$ cat src/hdl/cim_pkg.sv
// cim_pkg: shared widths, codes and denomination tables of the coin inventory block
// no dependencies; used by cim_mul and coin_inventory_change_maker
`timescale 1ns / 1ps

package cim_pkg;

    // number of denominations that carry a face value
    localparam int KNOWN_DENOMS = 10;

    // field widths fixed by the interface
    localparam int FUNC_BITS   = 2;
    localparam int DIDX_BITS   = 4;
    localparam int FIELD_BITS  = 16;
    localparam int STATUS_BITS = 3;

    // shared multiplier operand and product widths
    localparam int MUL_A_BITS = 16;
    localparam int MUL_B_BITS = 32;
    localparam int PROD_BITS  = MUL_A_BITS + MUL_B_BITS;

    // operation codes
    localparam logic [FUNC_BITS-1:0] FN_ADD    = 2'd0;
    localparam logic [FUNC_BITS-1:0] FN_REMOVE = 2'd1;
    localparam logic [FUNC_BITS-1:0] FN_CHANGE = 2'd2;

    // result status codes
    typedef enum logic [STATUS_BITS-1:0] {
        ST_OK        = 3'd0,
        ST_SHORT     = 3'd1,
        ST_NO_CHANGE = 3'd2,
        ST_BAD_DENOM = 3'd3,
        ST_SATURATED = 3'd4
    } t_status;

    // face value in cents, index 0 is 5c
    localparam logic [12:0] DENOM_VALUE [KNOWN_DENOMS] = '{
        13'd5, 13'd10, 13'd20, 13'd50, 13'd100,
        13'd200, 13'd500, 13'd1000, 13'd2000, 13'd5000
    };

    // ceil(2^32 / value): floor(x * recip / 2^32) is exact for any 16-bit x
    localparam logic [31:0] DENOM_RECIP [KNOWN_DENOMS] = '{
        32'((64'h1_0000_0000 + 64'd4) / 64'd5),
        32'((64'h1_0000_0000 + 64'd9) / 64'd10),
        32'((64'h1_0000_0000 + 64'd19) / 64'd20),
        32'((64'h1_0000_0000 + 64'd49) / 64'd50),
        32'((64'h1_0000_0000 + 64'd99) / 64'd100),
        32'((64'h1_0000_0000 + 64'd199) / 64'd200),
        32'((64'h1_0000_0000 + 64'd499) / 64'd500),
        32'((64'h1_0000_0000 + 64'd999) / 64'd1000),
        32'((64'h1_0000_0000 + 64'd1999) / 64'd2000),
        32'((64'h1_0000_0000 + 64'd4999) / 64'd5000)
    };

endpackage

$ cat src/hdl/cim_mul.sv
// cim_mul: shared 16 x 32 multiplier with a registered product
// depends on cim_pkg for operand widths
`timescale 1ns / 1ps

module cim_mul (
    input  logic                          i_clk,
    input  logic [cim_pkg::MUL_A_BITS-1:0] i_a,
    input  logic [cim_pkg::MUL_B_BITS-1:0] i_b,
    output logic [cim_pkg::PROD_BITS-1:0]  o_prod
);

    logic [cim_pkg::PROD_BITS-1:0] r_prod;

    // one product per cycle, no reset on payload
    always_ff @(posedge i_clk) begin
        r_prod <= cim_pkg::PROD_BITS'(i_a) * cim_pkg::PROD_BITS'(i_b);
    end

    assign o_prod = r_prod;

endmodule

$ cat src/hdl/cim_store.sv
// cim_store: per-denomination coin counts, cleared at reset, one read and one write port
// no package dependencies
`timescale 1ns / 1ps

module cim_store #(
    parameter int DEPTH      = 10,
    parameter int COUNT_BITS = 16,
    parameter int IDX_BITS   = 4
) (
    input  logic                  i_clk,
    input  logic                  i_rst_n,
    input  logic [IDX_BITS-1:0]   i_rd_idx,
    output logic [COUNT_BITS-1:0] o_rd_data,
    input  logic                  i_we,
    input  logic [IDX_BITS-1:0]   i_wr_idx,
    input  logic [COUNT_BITS-1:0] i_wr_data
);

    logic [COUNT_BITS-1:0] r_count [DEPTH];

    // count registers, all zero after reset
    always_ff @(posedge i_clk) begin
        if (!i_rst_n) begin
            for (int k = 0; k < DEPTH; k++) begin
                r_count[k] <= '0;
            end
        end else if (i_we) begin
            r_count[i_wr_idx] <= i_wr_data;
        end
    end

    // read by index
    assign o_rd_data = r_count[i_rd_idx];

endmodule

$ cat src/hdl/coin_inventory_change_maker.sv
// coin_inventory_change_maker: top level, command sequencer around the count store
// depends on cim_pkg, cim_mul and cim_store
`timescale 1ns / 1ps

// Coin inventory with greedy change making. A command is taken when start is high and
// busy is low; func 3 is dropped without a result and without raising busy. Add and
// remove pass through the edit state to their single result. Make-change runs the
// shared multiplier through S_DIV, S_CAP and S_SUB for each denomination (quotient by
// reciprocal, capped take times face value, remainder update), largest first, then a
// check state, then the emit state walks down to the smallest used denomination,
// committing and emitting results. Each result beat is on the o_ ports for exactly
// one cycle with o_valid high and must be taken then: the receiver has no way to
// stall. Results of one make-change come largest denomination first, with o_valid
// low for each unused denomination that the walk passes, o_last marks the final
// beat, and busy is already low while that beat is shown.
module coin_inventory_change_maker #(
    parameter int NUM_DENOMS = 10,
    parameter int COUNT_BITS = 16
) (
    input  logic                            i_clk,
    input  logic                            i_rst_n,
    input  logic                            start,
    output logic                            busy,
    input  logic [cim_pkg::FUNC_BITS-1:0]   i_func,
    input  logic [cim_pkg::DIDX_BITS-1:0]   i_denom,
    input  logic [cim_pkg::FIELD_BITS-1:0]  i_count,
    input  logic [cim_pkg::FIELD_BITS-1:0]  i_amount,
    output logic                            o_valid,
    output logic [cim_pkg::STATUS_BITS-1:0] o_status,
    output logic [cim_pkg::DIDX_BITS-1:0]   o_denom_out,
    output logic [cim_pkg::FIELD_BITS-1:0]  o_coin_count,
    output logic                            o_last
);

    localparam int ND = (NUM_DENOMS < cim_pkg::KNOWN_DENOMS) ? NUM_DENOMS
                                                              : cim_pkg::KNOWN_DENOMS;
    localparam int IW = (ND > 1) ? $clog2(ND) : 1;
    localparam int WC = (COUNT_BITS > cim_pkg::FIELD_BITS) ? COUNT_BITS
                                                            : cim_pkg::FIELD_BITS;
    localparam int FB = cim_pkg::FIELD_BITS;
    localparam int PB = cim_pkg::PROD_BITS;
    localparam logic [WC:0] COUNT_MAX = (WC+1)'({COUNT_BITS{1'b1}});

    typedef enum logic [2:0] {
        S_IDLE,
        S_EDIT,
        S_DIV,
        S_CAP,
        S_SUB,
        S_CHECK,
        S_EMIT
    } t_state;

    t_state                          r_state, n_state;
    logic [cim_pkg::FUNC_BITS-1:0]   r_func, n_func;
    logic [cim_pkg::DIDX_BITS-1:0]   r_denom, n_denom;
    logic [FB-1:0]                   r_count, n_count;
    logic [FB-1:0]                   r_rem, n_rem;
    logic [IW-1:0]                   r_j, n_j;
    logic [FB-1:0]                   r_take [ND];
    logic [FB-1:0]                   n_take [ND];
    logic [ND-1:0]                   r_nz, n_nz;
    logic                            r_valid, n_valid;
    logic [cim_pkg::STATUS_BITS-1:0] r_status, n_status;
    logic [cim_pkg::DIDX_BITS-1:0]   r_dout, n_dout;
    logic [FB-1:0]                   r_cout, n_cout;
    logic                            r_last, n_last;

    logic [IW-1:0]                   idx;
    logic [COUNT_BITS-1:0]           rd_data;
    logic                            wr_en;
    logic [COUNT_BITS-1:0]           wr_data;
    logic [cim_pkg::MUL_A_BITS-1:0]  mul_a;
    logic [cim_pkg::MUL_B_BITS-1:0]  mul_b;
    logic [PB-1:0]                   prod;
    logic [cim_pkg::DIDX_BITS-1:0]   j4;
    logic [ND-1:0]                   below;
    logic [WC:0]                     sum;
    logic [FB-1:0]                   quot;
    logic [FB-1:0]                   take_n;

    assign busy = (r_state != S_IDLE);
    assign j4   = cim_pkg::DIDX_BITS'(r_j);
    assign idx  = (r_state == S_EDIT) ? r_denom[IW-1:0] : r_j;

    // count store and shared multiplier
    cim_store #(
        .DEPTH      (ND),
        .COUNT_BITS (COUNT_BITS),
        .IDX_BITS   (IW)
    ) u_store (
        .i_clk     (i_clk),
        .i_rst_n   (i_rst_n),
        .i_rd_idx  (idx),
        .o_rd_data (rd_data),
        .i_we      (wr_en),
        .i_wr_idx  (idx),
        .i_wr_data (wr_data)
    );

    cim_mul u_mul (
        .i_clk  (i_clk),
        .i_a    (mul_a),
        .i_b    (mul_b),
        .o_prod (prod)
    );

    // denominations below the walk index that still have coins to give
    always_comb begin
        for (int k = 0; k < ND; k++) begin
            below[k] = (k < int'(r_j)) && r_nz[k];
        end
    end

    // add path sum and capped take amount
    assign sum    = (WC+1)'(rd_data) + (WC+1)'(r_count);
    assign quot   = prod[PB-1 -: FB];
    assign take_n = (WC'(rd_data) < WC'(quot)) ? FB'(rd_data) : quot;

    // sequencer next state
    always_comb begin
        n_state  = r_state;
        n_func   = r_func;
        n_denom  = r_denom;
        n_count  = r_count;
        n_rem    = r_rem;
        n_j      = r_j;
        n_take   = r_take;
        n_nz     = r_nz;
        n_valid  = 1'b0;
        n_status = r_status;
        n_dout   = r_dout;
        n_cout   = r_cout;
        n_last   = r_last;
        wr_en    = 1'b0;
        wr_data  = rd_data;
        mul_a    = r_rem;
        mul_b    = cim_pkg::DENOM_RECIP[j4];
        case (r_state)
            S_IDLE: begin
                if (start) begin
                    n_func  = i_func;
                    n_denom = i_denom;
                    n_count = i_count;
                    n_rem   = i_amount;
                    n_j     = IW'(ND - 1);
                    n_nz    = '0;
                    if (i_func == cim_pkg::FN_ADD || i_func == cim_pkg::FN_REMOVE) begin
                        n_state = S_EDIT;
                    end else if (i_func == cim_pkg::FN_CHANGE) begin
                        n_state = S_DIV;
                    end
                end
            end
            S_EDIT: begin
                n_valid = 1'b1;
                n_last  = 1'b1;
                n_dout  = r_denom;
                n_state = S_IDLE;
                if ({1'b0, r_denom} >= (cim_pkg::DIDX_BITS+1)'(ND)) begin
                    n_status = cim_pkg::ST_BAD_DENOM;
                    n_cout   = '0;
                end else if (r_func == cim_pkg::FN_ADD) begin
                    wr_en = 1'b1;
                    if (sum > COUNT_MAX) begin
                        wr_data  = {COUNT_BITS{1'b1}};
                        n_status = cim_pkg::ST_SATURATED;
                    end else begin
                        wr_data  = COUNT_BITS'(sum);
                        n_status = cim_pkg::ST_OK;
                    end
                    n_cout = FB'(wr_data);
                end else if (WC'(rd_data) >= WC'(r_count)) begin
                    wr_en    = 1'b1;
                    wr_data  = COUNT_BITS'(WC'(rd_data) - WC'(r_count));
                    n_status = cim_pkg::ST_OK;
                    n_cout   = FB'(wr_data);
                end else begin
                    n_status = cim_pkg::ST_SHORT;
                    n_cout   = FB'(rd_data);
                end
            end
            S_DIV: begin
                // quotient of remainder by face value via reciprocal
                n_state = S_CAP;
            end
            S_CAP: begin
                // cap at stored coins, then product of take and face value
                n_take[r_j] = take_n;
                n_nz[r_j]   = (take_n != '0);
                mul_a       = take_n;
                mul_b       = cim_pkg::MUL_B_BITS'(cim_pkg::DENOM_VALUE[j4]);
                n_state     = S_SUB;
            end
            S_SUB: begin
                n_rem = r_rem - prod[FB-1:0];
                if (r_j == '0) begin
                    n_state = S_CHECK;
                end else begin
                    n_j     = r_j - 1'b1;
                    n_state = S_DIV;
                end
            end
            S_CHECK: begin
                n_dout = '0;
                n_cout = '0;
                n_last = 1'b1;
                if (r_rem != '0) begin
                    n_valid  = 1'b1;
                    n_status = cim_pkg::ST_NO_CHANGE;
                    n_state  = S_IDLE;
                end else if (r_nz == '0) begin
                    n_valid  = 1'b1;
                    n_status = cim_pkg::ST_OK;
                    n_state  = S_IDLE;
                end else begin
                    n_j     = IW'(ND - 1);
                    n_state = S_EMIT;
                end
            end
            S_EMIT: begin
                // commit and report each used denomination, largest first
                if (r_nz[r_j]) begin
                    wr_en    = 1'b1;
                    wr_data  = rd_data - COUNT_BITS'(r_take[r_j]);
                    n_valid  = 1'b1;
                    n_status = cim_pkg::ST_OK;
                    n_dout   = j4;
                    n_cout   = r_take[r_j];
                    n_last   = (below == '0);
                end
                if ((r_nz[r_j] && below == '0) || r_j == '0) begin
                    n_state = S_IDLE;
                end else begin
                    n_j = r_j - 1'b1;
                end
            end
            default: begin
                n_state = S_IDLE;
            end
        endcase
    end

    // state and registered outputs
    always_ff @(posedge i_clk) begin
        if (!i_rst_n) begin
            r_state <= S_IDLE;
            r_valid <= 1'b0;
        end else begin
            r_state <= n_state;
            r_valid <= n_valid;
        end
        r_func   <= n_func;
        r_denom  <= n_denom;
        r_count  <= n_count;
        r_rem    <= n_rem;
        r_j      <= n_j;
        r_take   <= n_take;
        r_nz     <= n_nz;
        r_status <= n_status;
        r_dout   <= n_dout;
        r_cout   <= n_cout;
        r_last   <= n_last;
    end

    assign o_valid      = r_valid;
    assign o_status     = r_status;
    assign o_denom_out  = r_dout;
    assign o_coin_count = r_cout;
    assign o_last       = r_last;

`ifndef SYNTHESIS
    // an accepted command with a result raises busy
    a_accept_busy: assert property (@(posedge i_clk) disable iff (!i_rst_n)
        (start && !busy && (i_func == cim_pkg::FN_ADD || i_func == cim_pkg::FN_REMOVE ||
                            i_func == cim_pkg::FN_CHANGE)) |=> busy)
        else $error("command accepted without going busy");

    // the final beat of a command is never followed by another beat
    a_last_alone: assert property (@(posedge i_clk) disable iff (!i_rst_n)
        (o_valid && o_last) |=> !o_valid)
        else $error("result beat after final beat");

    // a no-change failure report is always the only beat
    a_fail_last: assert property (@(posedge i_clk) disable iff (!i_rst_n)
        (o_valid && o_status == cim_pkg::ST_NO_CHANGE) |-> o_last)
        else $error("no-change failure not marked last");

    // capped take times face value never exceeds the remainder
    a_sub_fits: assert property (@(posedge i_clk) disable iff (!i_rst_n)
        (r_state == S_SUB) |-> (prod[PB-1:FB] == '0 && prod[FB-1:0] <= r_rem))
        else $error("greedy take exceeds remaining amount");

    // busy has already dropped while the final beat is shown
    a_valid_done: assert property (@(posedge i_clk) disable iff (!i_rst_n)
        (o_valid && o_last) |-> !busy)
        else $error("still busy at final beat");
`endif

endmodule
$ cat config.mk
export PLATFORM = sky130hd
export DESIGN_NAME = coin_inventory_change_maker
export DESIGN_NICKNAME = d
export VERILOG_FILES = /design/src/hdl/cim_pkg.sv /design/src/hdl/cim_mul.sv /design/src/hdl/cim_store.sv /design/src/hdl/coin_inventory_change_maker.sv
export SDC_FILE = /design/constraint.sdc
export NUM_CORES = 2
export LEC_CHECK = 0
export ABC_AREA = 1
export BUFFER_PORTS_ARGS = -buffer_cell sky130_fd_sc_hd__clkbuf_2
export CAP_MARGIN = 20
export CORE_MARGIN = 5
export CORE_UTILIZATION = 50
export DETAILED_ROUTE_END_ITERATION = 12
export MAX_ROUTING_LAYER = met4
export PLACE_DENSITY = 0.62
export SLEW_MARGIN = 20
export SYNTH_ARGS = -nofsm -noshare
export SYNTH_HDL_FRONTEND = slang
export SYNTH_SLANG_ARGS = --single-unit
$ cat constraint.sdc
create_clock -name i_clk -period 23.5 [get_ports i_clk]
set_input_delay 1.175 -clock i_clk [delete_from_list [all_inputs] [get_ports i_clk]]
set_output_delay 1.175 -clock i_clk [all_outputs]
set_load 0.1 [all_outputs]
==> insert_results.sql <==
INSERT INTO impl_metrics (metric_group, metric, value, unit) VALUES
('synth', 'cell_type_with_the_largest_total_area_after_synthesis', 'sky130_fd_sc_hd__edfxtp_1', ''),
('placement', 'gp_congestion', '1.000', ''),
('setup_path', 'cp_max_stage_cell', 'sky130_fd_sc_hd__inv_1', ''),
('setup_path', 'cp-start-kind', 'register', ''),
('pwr', 'power.leakage', '0.01964', 'uW'),
('global_route', 'grt_first_pass_wirelength', '194.7', 'mm'),
('setup_path', 'rrSetupSlack', '10980', 'ps'),
('sta', 'final-max-slew-violation-count', '0', ''),
('setup_path', 'endpoint', 'u_mul.o_prod[45]', ''),
('synth', 'async_flop_share', '0', '%'),
('synth', 'synthTopCellsByCount', 'sky130_fd_sc_hd__nand2_1, sky130_fd_sc_hd__inv_1, sky130_fd_sc_hd__nor2_1, sky130_fd_sc_hd__edfxtp_1, sky130_fd_sc_hd__fa_1', ''),
('clock_tree', 'clk_pin_slew_worst_paths', '60', 'ps'),
('floorplanning', 'effective_utilization_at_floorplan', '50.30', '%'),
('setup_path', 'timing.critical_path.arrival', '13030', 'ps'),
('route', 'postRouteAntennaNets', '0', ''),
('layout', 'design.final.nets', '5221', ''),
('global_route', 'number_of_global_route_vias_before_repair', '32400', ''),
('clock_tree', 'cts_inserted_buffers', '55', ''),
('route', 'wl_per_cell', '22.38', 'um'),
('placement', 'placement.io_buffers', '66', ''),
('floorplanning', 'dieWidth', '297.2', 'um'),
('floorplanning', 'design.core.area', '81980', 'um2'),
('floorplanning', 'fp-row-count', '105', ''),
('sta', 'timing.final.crit_share', '53.29', '%'),
('sta', 'slew_at_the_pin_closest_to_its_max_slew_limit', '1221', 'ps'),
('clock_tree', 'number_of_levels_in_the_clock_h_tree', '2', ''),
('placement', 'hpwl', '92.39', 'mm'),
('setup_path', 'regToRegStartpoint', 'r_state[2]', ''),
('layout', 'drive_above_1_share', '6.737', '%'),
('global_route', 'grtUsageTotal', '29.26', '%'),
('pwr', 'vdd_ir_drop_max', '0.0002789', 'V'),
('synth', 'post-synth-top-count-cell', 'sky130_fd_sc_hd__nand2_1', ''),
('route', 'routed_wirelength', '127.2', 'mm'),
('sta', 'period_minus_slack', '12520', 'ps'),
('sta', 'slew_margin_rel', '18.49', '%'),
('synth', 'synth_area_leaders', 'sky130_fd_sc_hd__edfxtp_1, sky130_fd_sc_hd__fa_1, sky130_fd_sc_hd__nand2_1', ''),
('clock_tree', 'tritoncts', 'done', ''),
('pwr', 'power_density', '119.3', 'nW/um2'),
('sta', 'clock_tree_skew_after_final_layout', '60.89', 'ps'),
('global_route', 'globalRouteOverflowTotal', '0', ''),
('route', 'detailed_route_iter0_violations', '3385', ''),
('floorplanning', 'die-height', '297.2', 'um'),
('clock_tree', 'worst_skew_pair_later_pin_latency', '650', 'ps'),
('setup_path', 'cp.required', '24010', 'ps'),
('layout', 'area_delta_synth_final', '8.620', '%'),
('setup_path', 'cell_type_with_the_highest_occurrence_count_on_the_critical_path', 'sky130_fd_sc_hd__inv_1', ''),
('global_route', 'grt_max_degree', '129', ''),
('synth', 'synth_cells', '4475', ''),
('route', 'drt_first_pass_iters', '8', ''),
('synth', 'ys.flop_type', 'sky130_fd_sc_hd__edfxtp_1', ''),
('job', 'number_of_maximum_capacitance_constraint_violations', '0', ''),
('synth', 'ys_ff_latch', '528', ''),
('status', 'outcome', 'finished, final reports clean', ''),
('clock_tree', 'cts.root.buffer_cell', 'sky130_fd_sc_hd__clkbuf_16', ''),
('worst_hold_path', 'timing.hold.worst.class', 'reg2reg', ''),
('sta', 'timing.final.hold_violations', '0', ''),
('floorplanning', 'dieArea', '88320', 'um2'),
('synth', 'number_of_enable_flip_flop_cells_after_synthesis', '492', ''),
('clock_tree', 'cts.sinks', '528', ''),
('sta', 'setup_violations', '0', ''),
('sta', 'worst_hold_slack', '656.2', 'ps'),
('synth', 'post_synth.cell_area_avg', '9.215', 'um2'),
('setup_path', 'critical_path.max_fanout', '71', ''),
('clock_tree', 'cts.repair.resized', '0', ''),
('setup_path', 'path_class', 'reg2reg', ''),
('clock_tree', 'cts_hold_buf', '0', ''),
('sta', 'setup_total_negative_slack', '0', 'ps'),
('setup_path', 'crit_start', 'r_state[2]', ''),
('synth', 'synth_sequential_area_ratio', '37.58', '%'),
('synth', 'synthesis.yosys.warnings', '0', ''),
('setup_path', 'worst_r2r_path_depth', '41', '');
-- placed cells by master (no fill, tap or decap), types with 11 or more instances in the layout --
| cell | n |
|---|---|
| sky130_fd_sc_hd__o22ai_1 | 37 |
| sky130_fd_sc_hd__clkbuf_2 | 66 |
| sky130_fd_sc_hd__nand2_1 | 746 |
| sky130_fd_sc_hd__ha_1 | 216 |
| sky130_fd_sc_hd__o221ai_1 | 24 |
| sky130_fd_sc_hd__o211ai_1 | 38 |
| sky130_fd_sc_hd__inv_1 | 708 |
| sky130_fd_sc_hd__xnor2_1 | 16 |
| sky130_fd_sc_hd__a32o_1 | 27 |
| sky130_fd_sc_hd__clkinv_2 | 17 |
| sky130_fd_sc_hd__dfxtp_1 | 36 |
| sky130_fd_sc_hd__nand4_1 | 19 |
| sky130_fd_sc_hd__clkinv_1 | 27 |
| sky130_fd_sc_hd__inv_2 | 15 |
| sky130_fd_sc_hd__or2_2 | 11 |
| sky130_fd_sc_hd__buf_4 | 73 |
| sky130_fd_sc_hd__conb_1 | 96 |
| sky130_fd_sc_hd__nor3_1 | 14 |
| sky130_fd_sc_hd__fa_1 | 395 |
| sky130_fd_sc_hd__nand3_1 | 370 |
| sky130_fd_sc_hd__nor2_1 | 518 |
| sky130_fd_sc_hd__a21oi_1 | 189 |
| sky130_fd_sc_hd__a31oi_1 | 16 |
| sky130_fd_sc_hd__edfxtp_1 | 492 |
| sky130_fd_sc_hd__o21ai_0 | 179 |
| sky130_fd_sc_hd__nand2_2 | 16 |
| sky130_fd_sc_hd__xor2_1 | 49 |
| sky130_fd_sc_hd__clkbuf_16 | 55 |
-- registers in the layout, summed over array words and instances (netlist names), 4 cells and up --
register         flops
r_take             160
r_nz                10
u_mul.o_prod        32
u_store.r_count    256
o_coin_count        16
o_denom_out          4
j4                   4
r_denom              4
r_count             16
r_rem               16
-- through the flow --
step | instance area [um2] | power (uW) | utilization, % | setup WS [ps] | std cells
floorplan | 41590 | 3516 | - | 14470 | 4570
global placement | 43020 | 4455 | 52.48 | 11300 | 5582
detailed placement | 43030 | 4469 | 52.49 | 11180 | 5582
CTS | 44790 | 5353 | 54.64 | 11120 | 5686
global route | 44790 | 5775 | 54.64 | 10140 | 5686
finish | 44790 | 5342 | 54.64 | 10980 | 5686
-- routing by layer --
layer  track usage [%]  part of all wire (%)  vias up
met1             39.68                    41    16020
met3             4.423                   8.6      242
met2             46.48                    47     1477
met5                 -                     0        -
met4             8.222                   3.2        0
li1                  -                     -    14730
-- area by class of cell --
type,instances,area [um2]
timing repair buffer,140,898.4
multi-input combinational,3106,22530
sequential,528,15490
fill,7570,37190
clock buffer,59,1391
inverter,738,2770
tap,1070,1339
clock inverter,45,369.1
-- kinds of logic (layout without fill, tap and decap cells) --
family	Yosys count	count (layout)	synth area share [%]
AOI/OAI and AO/OA	595	595	8.708
adders and majority gates	611	611	25.73
buffers and inverters	936	982	8.884
muxes	1	1	0.02428
and+or+nand+nor	1738	1738	17.69
other	1	96	0.009094
xor gates and xnor gates	65	65	1.381
DFF	528	528	37.58
-- worst max-delay path, delay by kind of cell, from the launching register on --
kind | cells | cell delay, ps
AND/OR/NAND/NOR | 10 | 2370
adder cells (fa/ha/maj) | 8 | 3190
AO/OA/AOI/OAI | 13 | 3710
flip-flops | 1 | 380
XOR/XNOR | 1 | 200
buffers and inverters | 9 | 2460
-- worst min-delay path by stage --
stage                     cells after the start         end  slack (ps)       start
final                                         2     r_nz[8]         660     r_nz[8]
after CTS                                     3  r_state[0]         650  r_state[1]
after detailed placement                      3  r_state[0]         640  r_state[1]
after global routing                          2     r_nz[0]         680     r_nz[0]
after floorplan                               2     r_nz[0]         560     r_nz[0]
after global placement                        2     r_nz[8]         600     r_nz[8]
-- power by group --
group / switching [uW] / leakage [uW] / total, uW / internal (uW)
clock network: 389 / 0.000864 / 856 / 467
registers: 23.5 / 0.00513 / 1160 / 1140
logic: 2170 / 0.0136 / 3330 / 1160
total: 2580 / 0.0196 / 5340 / 2760
Note: power is estimated with default switching activity, not from simulation.
